**config.mk**
```make
export PLATFORM = sky130hd
export DESIGN_NAME = calculator_token_lexer
export DESIGN_NICKNAME = d
export VERILOG_FILES = /design/src/hw/rtl/clex_pkg.sv /design/src/hw/rtl/clex_engine.sv /design/src/hw/rtl/clex_queue.sv /design/src/hw/rtl/calculator_token_lexer.sv
export SDC_FILE = /design/constraint.sdc
export NUM_CORES = 2
export LEC_CHECK = 0
export BUFFER_PORTS_ARGS = -buffer_cell sky130_fd_sc_hd__buf_2
export CORE_MARGIN = 3
export CORE_UTILIZATION = 60
export CTS_CLUSTER_DIAMETER = 30
export DETAILED_ROUTE_END_ITERATION = 16
export PLACE_DENSITY = 0.77
export SYNTH_ARGS = -nofsm -noshare
export SYNTH_HDL_FRONTEND = slang
export SYNTH_SLANG_ARGS = --single-unit
```
**constraint.sdc**
```tcl
create_clock -name clk -period 12.6 [get_ports clk]
set_input_delay 1.26 -clock clk [delete_from_list [all_inputs] [get_ports clk]]
set_output_delay 1.26 -clock clk [all_outputs]
set_load 0.01 [all_outputs]
```
**src/hw/rtl/clex_pkg.sv**
```systemverilog
package clex_pkg;

    // internal widths of the column counters and the mantissa accumulator
    localparam int COL_BITS  = 16;
    localparam int MANT_BITS = 64;

    // widths of the result fields as seen on the port
    localparam int KIND_W = 4;
    localparam int OCOL_W = 16;
    localparam int OMAN_W = 64;
    localparam int EXP_W  = 17;
    localparam int LEN_W  = 16;
    localparam int ERR_W  = 3;

    // result beat packing: col, mantissa, exponent, length, error, zero fill
    localparam int RES_BITS   = OCOL_W + OMAN_W + EXP_W + LEN_W + ERR_W;
    localparam int TDATA_BITS = ((RES_BITS + 7) / 8) * 8;

    // result queue
    localparam int QDEPTH = 4;
    localparam int QPTR_W = $clog2(QDEPTH);
    localparam int QCNT_W = $clog2(QDEPTH + 1);

    typedef logic [KIND_W-1:0] kind_t;
    typedef logic [ERR_W-1:0]  err_t;

    localparam kind_t KIND_END    = 4'd0;
    localparam kind_t KIND_NUMBER = 4'd1;
    localparam kind_t KIND_IDENT  = 4'd2;
    localparam kind_t KIND_PLUS   = 4'd3;
    localparam kind_t KIND_MINUS  = 4'd4;
    localparam kind_t KIND_STAR   = 4'd5;
    localparam kind_t KIND_SLASH  = 4'd6;
    localparam kind_t KIND_PCT    = 4'd7;
    localparam kind_t KIND_CARET  = 4'd8;
    localparam kind_t KIND_BANG   = 4'd9;
    localparam kind_t KIND_LPAREN = 4'd10;
    localparam kind_t KIND_RPAREN = 4'd11;
    localparam kind_t KIND_COMMA  = 4'd12;
    localparam kind_t KIND_EQUAL  = 4'd13;
    localparam kind_t KIND_ERROR  = 4'd14;

    localparam err_t ERR_NONE       = 3'd0;
    localparam err_t ERR_UNEXPECTED = 3'd1;
    localparam err_t ERR_EMPTY_PFX  = 3'd2;
    localparam err_t ERR_LONE_DOT   = 3'd3;
    localparam err_t ERR_OVERFLOW   = 3'd4;

    typedef struct packed {
        kind_t                    kind;
        logic [OCOL_W-1:0]        col;
        logic [OMAN_W-1:0]        mant;
        logic signed [EXP_W-1:0]  expo;
        logic [LEN_W-1:0]         len;
        err_t                     err;
        logic                     last;
    } res_t;

    // results of one byte step: up to two beats
    typedef struct packed {
        logic [1:0] cnt;
        res_t       r1;
        res_t       r0;
    } res_pair_t;

endpackage

```
**src/hw/rtl/clex_engine.sv**
```systemverilog
module clex_engine
(
    input  logic                  clk,
    input  logic                  rst_n,
    input  logic                  step,
    input  logic [7:0]            text_byte,
    input  logic                  end_of_text,
    output clex_pkg::res_pair_t   results
);
    import clex_pkg::*;

    typedef enum logic [2:0] {
        MODE_IDLE,
        MODE_ZERO,
        MODE_PREFIX,
        MODE_DECIMAL,
        MODE_IDENT,
        MODE_ERROR
    } mode_t;

    typedef logic [1:0] radix_t;
    localparam radix_t RADIX_NONE = 2'd0;
    localparam radix_t RADIX_HEX  = 2'd1;
    localparam radix_t RADIX_BIN  = 2'd2;
    localparam radix_t RADIX_OCT  = 2'd3;

    localparam int PW = MANT_BITS + 4;
    localparam logic [PW-1:0] PREFIX_MAX = {5'd0, {(MANT_BITS-1){1'b1}}};
    localparam logic [COL_BITS-1:0] COL_MAX = {COL_BITS{1'b1}};
    localparam logic signed [EXP_W-1:0] EXP_MAX = 17'sd65535;
    localparam logic signed [EXP_W-1:0] EXP_MIN = -17'sd65535;

    function automatic logic is_space(input logic [7:0] c);
        return (c == 8'h20) || (c >= 8'h09 && c <= 8'h0d);
    endfunction

    function automatic logic is_digit(input logic [7:0] c);
        return c >= "0" && c <= "9";
    endfunction

    function automatic logic is_alpha(input logic [7:0] c);
        return (c >= "a" && c <= "z") || (c >= "A" && c <= "Z");
    endfunction

    function automatic logic is_hex_letter(input logic [7:0] c);
        return (c >= "a" && c <= "f") || (c >= "A" && c <= "F");
    endfunction

    function automatic kind_t op_kind(input logic [7:0] c);
        kind_t k;
        case (c)
            "+":     k = KIND_PLUS;
            "-":     k = KIND_MINUS;
            "*":     k = KIND_STAR;
            "/":     k = KIND_SLASH;
            "%":     k = KIND_PCT;
            "^":     k = KIND_CARET;
            "!":     k = KIND_BANG;
            "(":     k = KIND_LPAREN;
            ")":     k = KIND_RPAREN;
            ",":     k = KIND_COMMA;
            "=":     k = KIND_EQUAL;
            default: k = KIND_ERROR;
        endcase
        return k;
    endfunction

    function automatic res_t make_res(input kind_t k, input logic [COL_BITS-1:0] col,
                                      input logic [MANT_BITS-1:0] mant,
                                      input logic signed [EXP_W-1:0] expo,
                                      input logic [COL_BITS-1:0] len, input err_t err);
        res_t r;
        r.kind = k;
        r.col  = OCOL_W'(col);
        r.mant = OMAN_W'(mant);
        r.expo = expo;
        r.len  = LEN_W'(len);
        r.err  = err;
        r.last = 1'b0;
        return r;
    endfunction

    mode_t                    mode_reg,  mode_next;
    radix_t                   radix_reg, radix_next;
    logic [MANT_BITS-1:0]     mant_reg,  mant_next;
    logic signed [EXP_W-1:0]  exp_reg,   exp_next;
    logic                     dot_reg,   dot_next;
    logic                     digs_reg,  digs_next;
    logic [COL_BITS-1:0]      start_reg, start_next;
    logic [COL_BITS-1:0]      col_reg,   col_next;
    logic [COL_BITS-1:0]      len_reg,   len_next;

    res_t       res_v [2];
    logic [1:0] cnt_v;

    always_comb
    begin
        logic       do_start;
        logic       brk;
        logic       flush_req;
        logic       fail;
        logic       rdig_ok;
        logic [3:0] rdig;
        logic [PW-1:0] dec_prod;
        logic [PW-1:0] pfx_prod;
        logic [7:0] c;

        mode_next  = mode_reg;
        radix_next = radix_reg;
        mant_next  = mant_reg;
        exp_next   = exp_reg;
        dot_next   = dot_reg;
        digs_next  = digs_reg;
        start_next = start_reg;
        col_next   = col_reg;
        len_next   = len_reg;
        res_v[0]   = '0;
        res_v[1]   = '0;
        cnt_v      = 2'd0;
        do_start   = 1'b0;
        brk        = 1'b0;
        fail       = 1'b0;
        c          = text_byte;

        // digit value in the selected prefixed radix
        case (radix_reg)
            RADIX_HEX: begin
                rdig_ok = is_digit(c) || is_hex_letter(c);
                rdig    = is_digit(c) ? c[3:0] : c[3:0] + 4'd9;
            end
            RADIX_OCT: begin
                rdig_ok = c >= "0" && c <= "7";
                rdig    = c[3:0];
            end
            default: begin
                rdig_ok = c == "0" || c == "1";
                rdig    = c[3:0];
            end
        endcase

        // mantissa * 10 + d, top four bits flag overflow
        dec_prod = ({4'd0, mant_reg} << 3) + ({4'd0, mant_reg} << 1) + PW'(c[3:0]);
        case (radix_reg)
            RADIX_HEX: pfx_prod = ({4'd0, mant_reg} << 4) + PW'(rdig);
            RADIX_OCT: pfx_prod = ({4'd0, mant_reg} << 3) + PW'(rdig);
            default:   pfx_prod = ({4'd0, mant_reg} << 1) + PW'(rdig);
        endcase

        if (step)
        begin
            if (!end_of_text)
            begin
                if (mode_next == MODE_IDLE)
                begin
                    do_start = 1'b1;
                end
                else
                begin
                    if (mode_next == MODE_ZERO)
                    begin
                        if (c == "x" || c == "X")
                        begin
                            mode_next  = MODE_PREFIX;
                            radix_next = RADIX_HEX;
                        end
                        else if (c == "b" || c == "B")
                        begin
                            mode_next  = MODE_PREFIX;
                            radix_next = RADIX_BIN;
                        end
                        else if (c == "o" || c == "O")
                        begin
                            mode_next  = MODE_PREFIX;
                            radix_next = RADIX_OCT;
                        end
                        else
                        begin
                            mode_next = MODE_DECIMAL;
                            digs_next = 1'b1;
                        end
                    end
                    // a zero just turned into a prefix takes no more of this byte
                    if (!(mode_reg == MODE_ZERO && mode_next == MODE_PREFIX))
                    begin
                        case (mode_next)
                            MODE_DECIMAL: begin
                                if (is_digit(c))
                                begin
                                    digs_next = 1'b1;
                                    if (dec_prod[PW-1 -: 4] == 4'd0)
                                    begin
                                        mant_next = dec_prod[MANT_BITS-1:0];
                                        if (dot_reg && exp_reg > EXP_MIN)
                                            exp_next = exp_reg - 17'sd1;
                                    end
                                    else if (!dot_reg && exp_reg < EXP_MAX)
                                    begin
                                        // digit dropped, scale moves up
                                        exp_next = exp_reg + 17'sd1;
                                    end
                                end
                                else if (c == "." && !dot_reg)
                                begin
                                    dot_next = 1'b1;
                                end
                                else
                                begin
                                    brk = 1'b1;
                                end
                            end
                            MODE_PREFIX: begin
                                if (rdig_ok)
                                begin
                                    digs_next = 1'b1;
                                    if (pfx_prod > PREFIX_MAX)
                                    begin
                                        res_v[cnt_v[0]] = make_res(KIND_ERROR, start_reg,
                                            '0, '0, '0, ERR_OVERFLOW);
                                        cnt_v     = cnt_v + 2'd1;
                                        mode_next = MODE_ERROR;
                                    end
                                    else
                                    begin
                                        mant_next = pfx_prod[MANT_BITS-1:0];
                                    end
                                end
                                else
                                begin
                                    brk = 1'b1;
                                end
                            end
                            MODE_IDENT: begin
                                if (is_alpha(c) || is_digit(c) || c == "_")
                                begin
                                    if (len_reg != COL_MAX)
                                        len_next = len_reg + 1'b1;
                                end
                                else
                                begin
                                    brk = 1'b1;
                                end
                            end
                            default: begin
                            end
                        endcase
                    end
                end
            end

            // close the pending token
            flush_req = end_of_text ? (mode_next != MODE_ERROR) : brk;
            if (flush_req)
            begin
                case (mode_next)
                    MODE_ZERO: begin
                        res_v[cnt_v[0]] = make_res(KIND_NUMBER, start_reg, '0, '0, '0,
                                                   ERR_NONE);
                        cnt_v = cnt_v + 2'd1;
                    end
                    MODE_DECIMAL: begin
                        if (!digs_next)
                        begin
                            res_v[cnt_v[0]] = make_res(KIND_ERROR, start_reg, '0, '0, '0,
                                                       ERR_LONE_DOT);
                            fail = 1'b1;
                        end
                        else
                        begin
                            res_v[cnt_v[0]] = make_res(KIND_NUMBER, start_reg, mant_next,
                                                       exp_next, '0, ERR_NONE);
                        end
                        cnt_v = cnt_v + 2'd1;
                    end
                    MODE_PREFIX: begin
                        if (!digs_next)
                        begin
                            res_v[cnt_v[0]] = make_res(KIND_ERROR, start_reg, '0, '0, '0,
                                                       ERR_EMPTY_PFX);
                            fail = 1'b1;
                        end
                        else
                        begin
                            res_v[cnt_v[0]] = make_res(KIND_NUMBER, start_reg, mant_next,
                                                       '0, '0, ERR_NONE);
                        end
                        cnt_v = cnt_v + 2'd1;
                    end
                    MODE_IDENT: begin
                        res_v[cnt_v[0]] = make_res(KIND_IDENT, start_reg, '0, '0, len_next,
                                                   ERR_NONE);
                        cnt_v = cnt_v + 2'd1;
                    end
                    default: begin
                    end
                endcase
                mode_next = fail ? MODE_ERROR : MODE_IDLE;
                do_start  = !end_of_text && !fail;
            end

            // handle the byte as the first of a new token
            if (do_start)
            begin
                mode_next = MODE_IDLE;
                if (!is_space(c))
                begin
                    radix_next = RADIX_NONE;
                    mant_next  = '0;
                    exp_next   = '0;
                    dot_next   = 1'b0;
                    digs_next  = 1'b0;
                    len_next   = '0;
                    start_next = col_reg;
                    if (c == "0")
                    begin
                        mode_next = MODE_ZERO;
                    end
                    else if (is_digit(c))
                    begin
                        mode_next = MODE_DECIMAL;
                        mant_next = MANT_BITS'(c[3:0]);
                        digs_next = 1'b1;
                    end
                    else if (c == ".")
                    begin
                        mode_next = MODE_DECIMAL;
                        dot_next  = 1'b1;
                    end
                    else if (is_alpha(c) || c == "_")
                    begin
                        mode_next = MODE_IDENT;
                        len_next  = COL_BITS'(1);
                    end
                    else if (op_kind(c) != KIND_ERROR)
                    begin
                        res_v[cnt_v[0]] = make_res(op_kind(c), col_reg, '0, '0, '0,
                                                   ERR_NONE);
                        cnt_v = cnt_v + 2'd1;
                    end
                    else
                    begin
                        res_v[cnt_v[0]] = make_res(KIND_ERROR, col_reg, '0, '0, '0,
                                                   ERR_UNEXPECTED);
                        cnt_v     = cnt_v + 2'd1;
                        mode_next = MODE_ERROR;
                    end
                end
            end

            if (end_of_text)
            begin
                res_v[cnt_v[0]] = make_res(KIND_END, col_reg, '0, '0, '0, ERR_NONE);
                cnt_v      = cnt_v + 2'd1;
                mode_next  = MODE_IDLE;
                radix_next = RADIX_NONE;
                mant_next  = '0;
                exp_next   = '0;
                dot_next   = 1'b0;
                digs_next  = 1'b0;
                len_next   = '0;
                start_next = '0;
                col_next   = '0;
            end
            else if (col_reg != COL_MAX)
            begin
                col_next = col_reg + 1'b1;
            end

            if (cnt_v != 2'd0)
                res_v[1'(cnt_v - 2'd1)].last = 1'b1;
        end
    end

    assign results.cnt = cnt_v;
    assign results.r0  = res_v[0];
    assign results.r1  = res_v[1];

    always_ff @(posedge clk or negedge rst_n)
    begin
        if (!rst_n)
        begin
            mode_reg  <= MODE_IDLE;
            radix_reg <= RADIX_NONE;
            mant_reg  <= '0;
            exp_reg   <= '0;
            dot_reg   <= 1'b0;
            digs_reg  <= 1'b0;
            start_reg <= '0;
            col_reg   <= '0;
            len_reg   <= '0;
        end
        else
        begin
            mode_reg  <= mode_next;
            radix_reg <= radix_next;
            mant_reg  <= mant_next;
            exp_reg   <= exp_next;
            dot_reg   <= dot_next;
            digs_reg  <= digs_next;
            start_reg <= start_next;
            col_reg   <= col_next;
            len_reg   <= len_next;
        end
    end

    a_end_resets: assert property (@(posedge clk) disable iff (!rst_n)
        step && end_of_text |=> mode_reg == MODE_IDLE && col_reg == '0)
        else $error("end mark did not return the lexer to idle");

    a_error_silent: assert property (@(posedge clk) disable iff (!rst_n)
        step && !end_of_text && mode_reg == MODE_ERROR |-> results.cnt == 2'd0)
        else $error("bytes after an error produced a beat");

    a_no_step_no_beat: assert property (@(posedge clk) disable iff (!rst_n)
        !step |-> results.cnt == 2'd0)
        else $error("beat produced without an accepted byte");

endmodule

```
**src/hw/rtl/clex_queue.sv**
```systemverilog
module clex_queue
(
    input  logic                  clk,
    input  logic                  rst_n,
    input  clex_pkg::res_pair_t   push,
    input  logic                  pop,
    output logic                  room,
    output logic                  not_empty,
    output clex_pkg::res_t        head
);
    import clex_pkg::*;

    res_t               q_reg [QDEPTH];
    logic [QPTR_W-1:0]  wr_reg, wr_next;
    logic [QPTR_W-1:0]  rd_reg, rd_next;
    logic [QCNT_W-1:0]  cnt_reg, cnt_next;
    logic               do_pop;

    assign not_empty = cnt_reg != '0;
    assign room      = cnt_reg <= QCNT_W'(QDEPTH - 2);
    assign head      = q_reg[rd_reg];
    assign do_pop    = pop && not_empty;

    always_comb
    begin
        wr_next  = wr_reg + QPTR_W'(push.cnt);
        rd_next  = rd_reg + QPTR_W'(do_pop);
        cnt_next = cnt_reg + QCNT_W'(push.cnt) - QCNT_W'(do_pop);
    end

    always_ff @(posedge clk)
    begin
        if (push.cnt != 2'd0)
            q_reg[wr_reg] <= push.r0;
        if (push.cnt == 2'd2)
            q_reg[wr_reg + 1'b1] <= push.r1;
    end

    always_ff @(posedge clk or negedge rst_n)
    begin
        if (!rst_n)
        begin
            wr_reg  <= '0;
            rd_reg  <= '0;
            cnt_reg <= '0;
        end
        else
        begin
            wr_reg  <= wr_next;
            rd_reg  <= rd_next;
            cnt_reg <= cnt_next;
        end
    end

    a_bounded: assert property (@(posedge clk) disable iff (!rst_n)
        cnt_reg <= QCNT_W'(QDEPTH))
        else $error("result queue count past depth");

    a_no_overrun: assert property (@(posedge clk) disable iff (!rst_n)
        push.cnt != 2'd0 |-> room)
        else $error("push into result queue without room");

    a_ptr_track: assert property (@(posedge clk) disable iff (!rst_n)
        cnt_reg != '0 && cnt_reg != QCNT_W'(QDEPTH) |->
            QPTR_W'(wr_reg - rd_reg) == QPTR_W'(cnt_reg))
        else $error("queue pointers disagree with count");

endmodule

```
**src/hw/rtl/calculator_token_lexer.sv**
```systemverilog
// Streaming expression lexer. Each input beat carries one ASCII byte of the
// expression (s_tdata), or an end mark (s_tlast high, byte ignored). Whitespace
// is skipped; operators + - * / % ^ ! ( ) , = come out as single tokens, names
// as column and length, numbers as a 64-bit mantissa with a signed power of
// ten (0x / 0b / 0o prefixes give plain integers with exponent zero). A name or
// number is emitted when the byte after it arrives, so one byte can yield two result
// beats; m_tlast marks the last beat caused by an input beat. After an error
// beat all bytes are dropped until the end mark, which then emits only End;
// otherwise the end mark flushes the pending token and then emits End.
// Throughput: one byte per clock while the result queue has room. Each byte
// accepted is held in the input register, lexed from there, and its result
// beats are registered into a four-entry result queue. The input stalls only
// when the queue cannot take two more beats.
module calculator_token_lexer
(
    input  logic                            clk,
    input  logic                            rst_n,
    input  logic                            s_tvalid,
    output logic                            s_tready,
    input  logic [7:0]                      s_tdata,   // [7:0] text_byte
    input  logic                            s_tlast,   // end_of_text
    output logic                            m_tvalid,
    input  logic                            m_tready,
    output logic [clex_pkg::TDATA_BITS-1:0] m_tdata,   // start_column, number_mantissa,
                                                       // decimal_exponent, ident_length,
                                                       // error_code, zero fill
    output logic [clex_pkg::KIND_W-1:0]    m_tuser,   // token_kind
    output logic                            m_tlast    // last_of_run
);
    import clex_pkg::*;

    // input register
    logic        in_valid_reg, in_valid_next;
    logic [7:0]  in_byte_reg;
    logic        in_eot_reg;

    logic        step;
    logic        room;
    res_pair_t   results;
    res_t        head;

    // a byte is lexed once the queue can take both of its possible beats
    assign step          = in_valid_reg && room;
    assign s_tready      = !in_valid_reg || step;
    assign in_valid_next = s_tvalid && s_tready ? 1'b1 : (step ? 1'b0 : in_valid_reg);

    always_ff @(posedge clk or negedge rst_n)
    begin
        if (!rst_n)
            in_valid_reg <= 1'b0;
        else
            in_valid_reg <= in_valid_next;
    end

    always_ff @(posedge clk)
    begin
        if (s_tvalid && s_tready)
        begin
            in_byte_reg <= s_tdata;
            in_eot_reg  <= s_tlast;
        end
    end

    clex_engine u_engine
    (
        .clk         (clk),
        .rst_n       (rst_n),
        .step        (step),
        .text_byte   (in_byte_reg),
        .end_of_text (in_eot_reg),
        .results     (results)
    );

    clex_queue u_queue
    (
        .clk       (clk),
        .rst_n     (rst_n),
        .push      (results),
        .pop       (m_tready),
        .room      (room),
        .not_empty (m_tvalid),
        .head      (head)
    );

    // result beat layout, lowest bits first
    assign m_tdata = TDATA_BITS'({head.err, head.len, head.expo, head.mant, head.col});
    assign m_tuser = head.kind;
    assign m_tlast = head.last;

endmodule

```
==> Implementation_results.wiki <==
{| class="wikitable"
! Metric !! Value
|-
| Total count of hold-check failures in the final report || 0
|-
| Initial standard-cell utilization of the core || 61.2%
|-
| Avg Cell Area, Syn || 10.2 um2
|-
| Routed wire per std cell || 26.9 um
|-
| Boundary Pins || 140
|-
| Synth area leaders || edfxtp_1 36%, dfrtp_1 8.9%, mux4_2 6.7%, ha_1 4.6%, a21oi_1 3.9%
|-
| Kind of path behind the tightest hold check || input port to async pin
|-
| GRT Total Usage || 37.4%
|-
| Share of the clock period used by the worst path || 71.4%
|-
| Worst slew slack as a fraction of its limit || 8.17%
|-
| Global routing's busiest layer || met2
|-
| CTS sink cnt || 637
|-
| Met1 Resource Use GR || 51.7%
|-
| Cell with the largest stage delay on the worst path || buf_4
|-
| Clock latency on the worst-skew pair || 0.74 ns
|-
| Maximum buffer depth of the clock tree || 3
|-
| Share of power burned in the clock network || 38.4%
|-
| CP dominant cell by count || nand2_1
|-
| Count of different cell masters after synthesis || 97
|-
| Overall overflow remaining after global route || 0
|-
| Share of post-route cells with drive strength above 1 || 15.6%
|-
| RD Place Congestion || 1.04
|-
| Width of the die || 266 um
|-
| Setup repair after global routing missed its margin || no
|-
| Max-slew violation total from the final report || 0
|-
| Global-route met2 utilization || 56.6%
|-
| Internal power || 5.98 mW
|-
| Die Ht || 266 um
|-
| Clock input transition at the sequential cells of the worst setup and hold paths || 0.05 ns
|-
| Total Neg Setup Slack || 0 ns
|-
| Most repeated cell in the gate-level netlist after synthesis || edfxtp_1
|-
| Flip-flop count of the largest register, all copies and words added || 484
|-
| Commonest cells post-synth || 493 x edfxtp_1, 420 x nor2_1, 319 x a21oi_1
|-
| Maximum net fanout on the critical path || 65
|-
| DRT Wirelength || 133000 um
|-
| Max Clock Freq || 0.111 GHz
|-
| Cell area after technology mapping || 0.0407 mm2
|-
| Area share of the largest cell type after synthesis || 36.4%
|-
| Clock tree from TritonCTS || yes
|-
| Buffer cell driving the clock tree root || clkbuf_16
|-
| Number of global-route vias before repair || 33.9k
|-
| Crit end category || flip-flop
|-
| Portion of total power attributed to sequential cells || 33.9%
|-
| Worst-case hold slack || 0.544 ns
|-
| Top flip-flop cell by instance count after synthesis || edfxtp_1
|-
| Number of antenna violations at the first check in global routing || 9
|-
| Leakage power figure || 16.6 nW
|-
| First-pass detailed-route iteration total || 8
|-
| Max-cap viol count || 0
|-
| Setup skew after layout || 0.0490 ns
|-
| Fraction of registers with async set/reset || 22.6%
|-
| Critical path data required time || 12.94 ns
|-
| Number of standard cells after synthesis || 3976
|-
| Cells along the critical path || buf_4 > clkinv_1 > nand2_1 > nor2_1 > nand2_1 > xnor2_1 > ha_1 > a21oi_1 > a211oi_2 > nand2_1 > o21ai_0 > o211ai_1 > o21a_1 > o31ai_1 > nand2_1 > nand2_1 > ha_1 > nand2_1 > a21oi_2 > a32o_1 > buf_4 > a21o_4 > buf_4
|-
| Global Route met3 Usage || 9.14%
|-
| Final Power || 9.08 mW
|-
| Number of instances resized during post-cts repair || 0
|-
| Input/output buffers || 135
|-
| Count of unresolved DRC violations after routing || 0
|-
| Maximum number of pins on one net before global-route repair || 96
|-
| Number of warnings reported in the yosys synthesis log || 0
|-
| Hold buffer count at cts || 0
|-
| Maximum single-stage delay on the critical path || 0.86 ns
|-
| Min Tclk post-route || 8.99 ns
|-
| Number of routed nets with antenna violations || 0
|-
| Power share of the combinational group || 27.7%
|-
| Full die area || 0.0710 mm2
|-
| HPWL Detailed || 84400 um
|-
| Number of vias in the routed layout || 35.0k
|-
| Number of register bits inferred by synthesis || 637
|-
| Worst Setup Path Type || flip-flop to flip-flop
|-
| Sequential cell area fraction in the yosys report || 45.2%
|-
| Maximum vdd ir drop || 181 uV
|-
| Net switching power || 3.09 mW
|-
| Cell taking the most area after synthesis || edfxtp_1
|-
| CP Launch Type || flip-flop
|-
| Number of enable flip-flop cells after synthesis || 493
|-
| Switching Fraction || 34.1%
|-
| Row cnt || 94
|-
| H-tree Lvls || 4
|-
| Num CTS Buffers || 132
|-
| Placeable Area || 0.0665 mm2
|-
| Run status || finished clean
|-
| Setup violation total in the final timing report || 0
|-
| Total power density per cell area || 196 mW/mm2
|-
| Slew of the pin with the lowest slew margin || 1.36 ns
|-
| Data arrival at the endpoint of the critical path || 9.33 ns
|-
| Synth-to-Final Area Change || 13.6%
|-
| Final net count || 4132
|-
| Post-CTS Setup Bufs || 0
|-
| Global-route wire length before repair || 203000 um
|-
| Violation count after the first detailed-route iteration || 4763
|-
| Via density || 7.08
|}
per-layer routing:
layer	up-vias	wire [um]
met1	17100	52400
met3	397	15100
met2	2249	59500
li1	15300	-
met5	-	46
met4	6	5840
power by group through the flow:
stage	registers (mW)	clock network [mW]	logic, mW
2_1_floorplan	3.01	0	1.67
3_3_place_gp	3.08	0	2.45
3_5_place_dp	3.10	0	2.47
4_1_cts	3.07	3.51	2.50
5_1_grt	3.12	3.62	2.65
6_report	3.08	3.49	2.51
cells in the final DEF (no fill, tap or decap), drive strengths merged, types with 16 or more instances in the layout:
master	n
clkbuf	161
o2bb2ai	42
buf	199
inv	83
o31ai	20
nor2	421
nand2	275
ha	149
and2	30
clkinv	48
a31oi	37
dfrtp	144
mux4	121
a32o	69
nor3	180
mux2i	49
a21oi	322
o21ai	191
xor2	78
o211ai	48
and4	16
nand2b	26
xnor2	106
a211oi	27
a22oi	21
nor4	55
a21o	55
edfxtp	493
or3	29
a22o	27
a221oi	31
and3	34
o21a	21
nand4	73
nand3	125
path summary, 6_finish.rpt:
kind | from | to | slack [ns] | cells after the start
worst max register to register | u_engine.radix_reg[1]$_DFFE_PN0P_ | u_queue.q_reg[2][63]$_DFFE_PP_ | 3.61 | 23
worst min-delay path | rst_n | u_engine.len_reg[11]$_DFFE_PN0P_ | 0.54 | 1
worst min register to register | u_engine.len_reg[8]$_DFFE_PN0P_ | u_engine.len_reg[8]$_DFFE_PN0P_ | 0.55 | 1
min in group clk | u_engine.len_reg[8]$_DFFE_PN0P_ | u_engine.len_reg[8]$_DFFE_PN0P_ | 0.55 | 1
worst max-delay path | u_engine.radix_reg[1]$_DFFE_PN0P_ | u_queue.q_reg[2][63]$_DFFE_PP_ | 3.61 | 23
max in group asynchronous | rst_n | u_engine.mant_reg[22]$_DFFE_PN0P_ | 10.40 | 2
stage by stage:
step | util [%] | cells | worst slack [ns] | area [um2]
floorplan | - | 3979 | 1.75 | 40700
global placement | 62.7 | 4696 | 4.21 | 41700
detailed placement | 62.7 | 4696 | 3.91 | 41700
CTS | 69.5 | 4938 | 3.87 | 46200
global route | 69.5 | 4939 | 3.14 | 46200
finish | 69.6 | 4942 | 3.61 | 46200
worst max-delay path: cells and delay by family, from the launching register on:
kind / cells / cell delay [ns]
AOI/OAI and AO/OA: 9 / 3.41
adders and majority gates: 2 / 0.68
DFF: 1 / 0.33
xor gates and xnor gates: 1 / 0.12
buffers and inverters: 4 / 2.32
and+or+nand+nor: 7 / 1.53
cell families (layout without fill, tap and decap cells):
| logic type | count (synthesis) | in the layout | synth area share [%] |
|---|---|---|---|
| AOI/OAI and AO/OA | 1072 | 1072 | 17.8 |
| muxes | 181 | 181 | 8.21 |
| DFF | 637 | 637 | 45.2 |
| buffers and inverters | 413 | 508 | 4.17 |
| and+or+nand+nor | 1335 | 1335 | 15.8 |
| adders and majority gates | 153 | 153 | 4.78 |
| other | 1 | 8 | 0.00922 |
| xor gates and xnor gates | 184 | 184 | 3.96 |
cell type report:
class,instances,area (um2)
clock buffer,161,3530
fill,4837,20200
antenna,4,10.0
tap,864,1080
clock inverter,81,1020
multi-input combinational,2929,20700
timing repair buffer,199,1160
inverter,67,251
sequential,637,18400
Power figures use the tool's default switching activity.
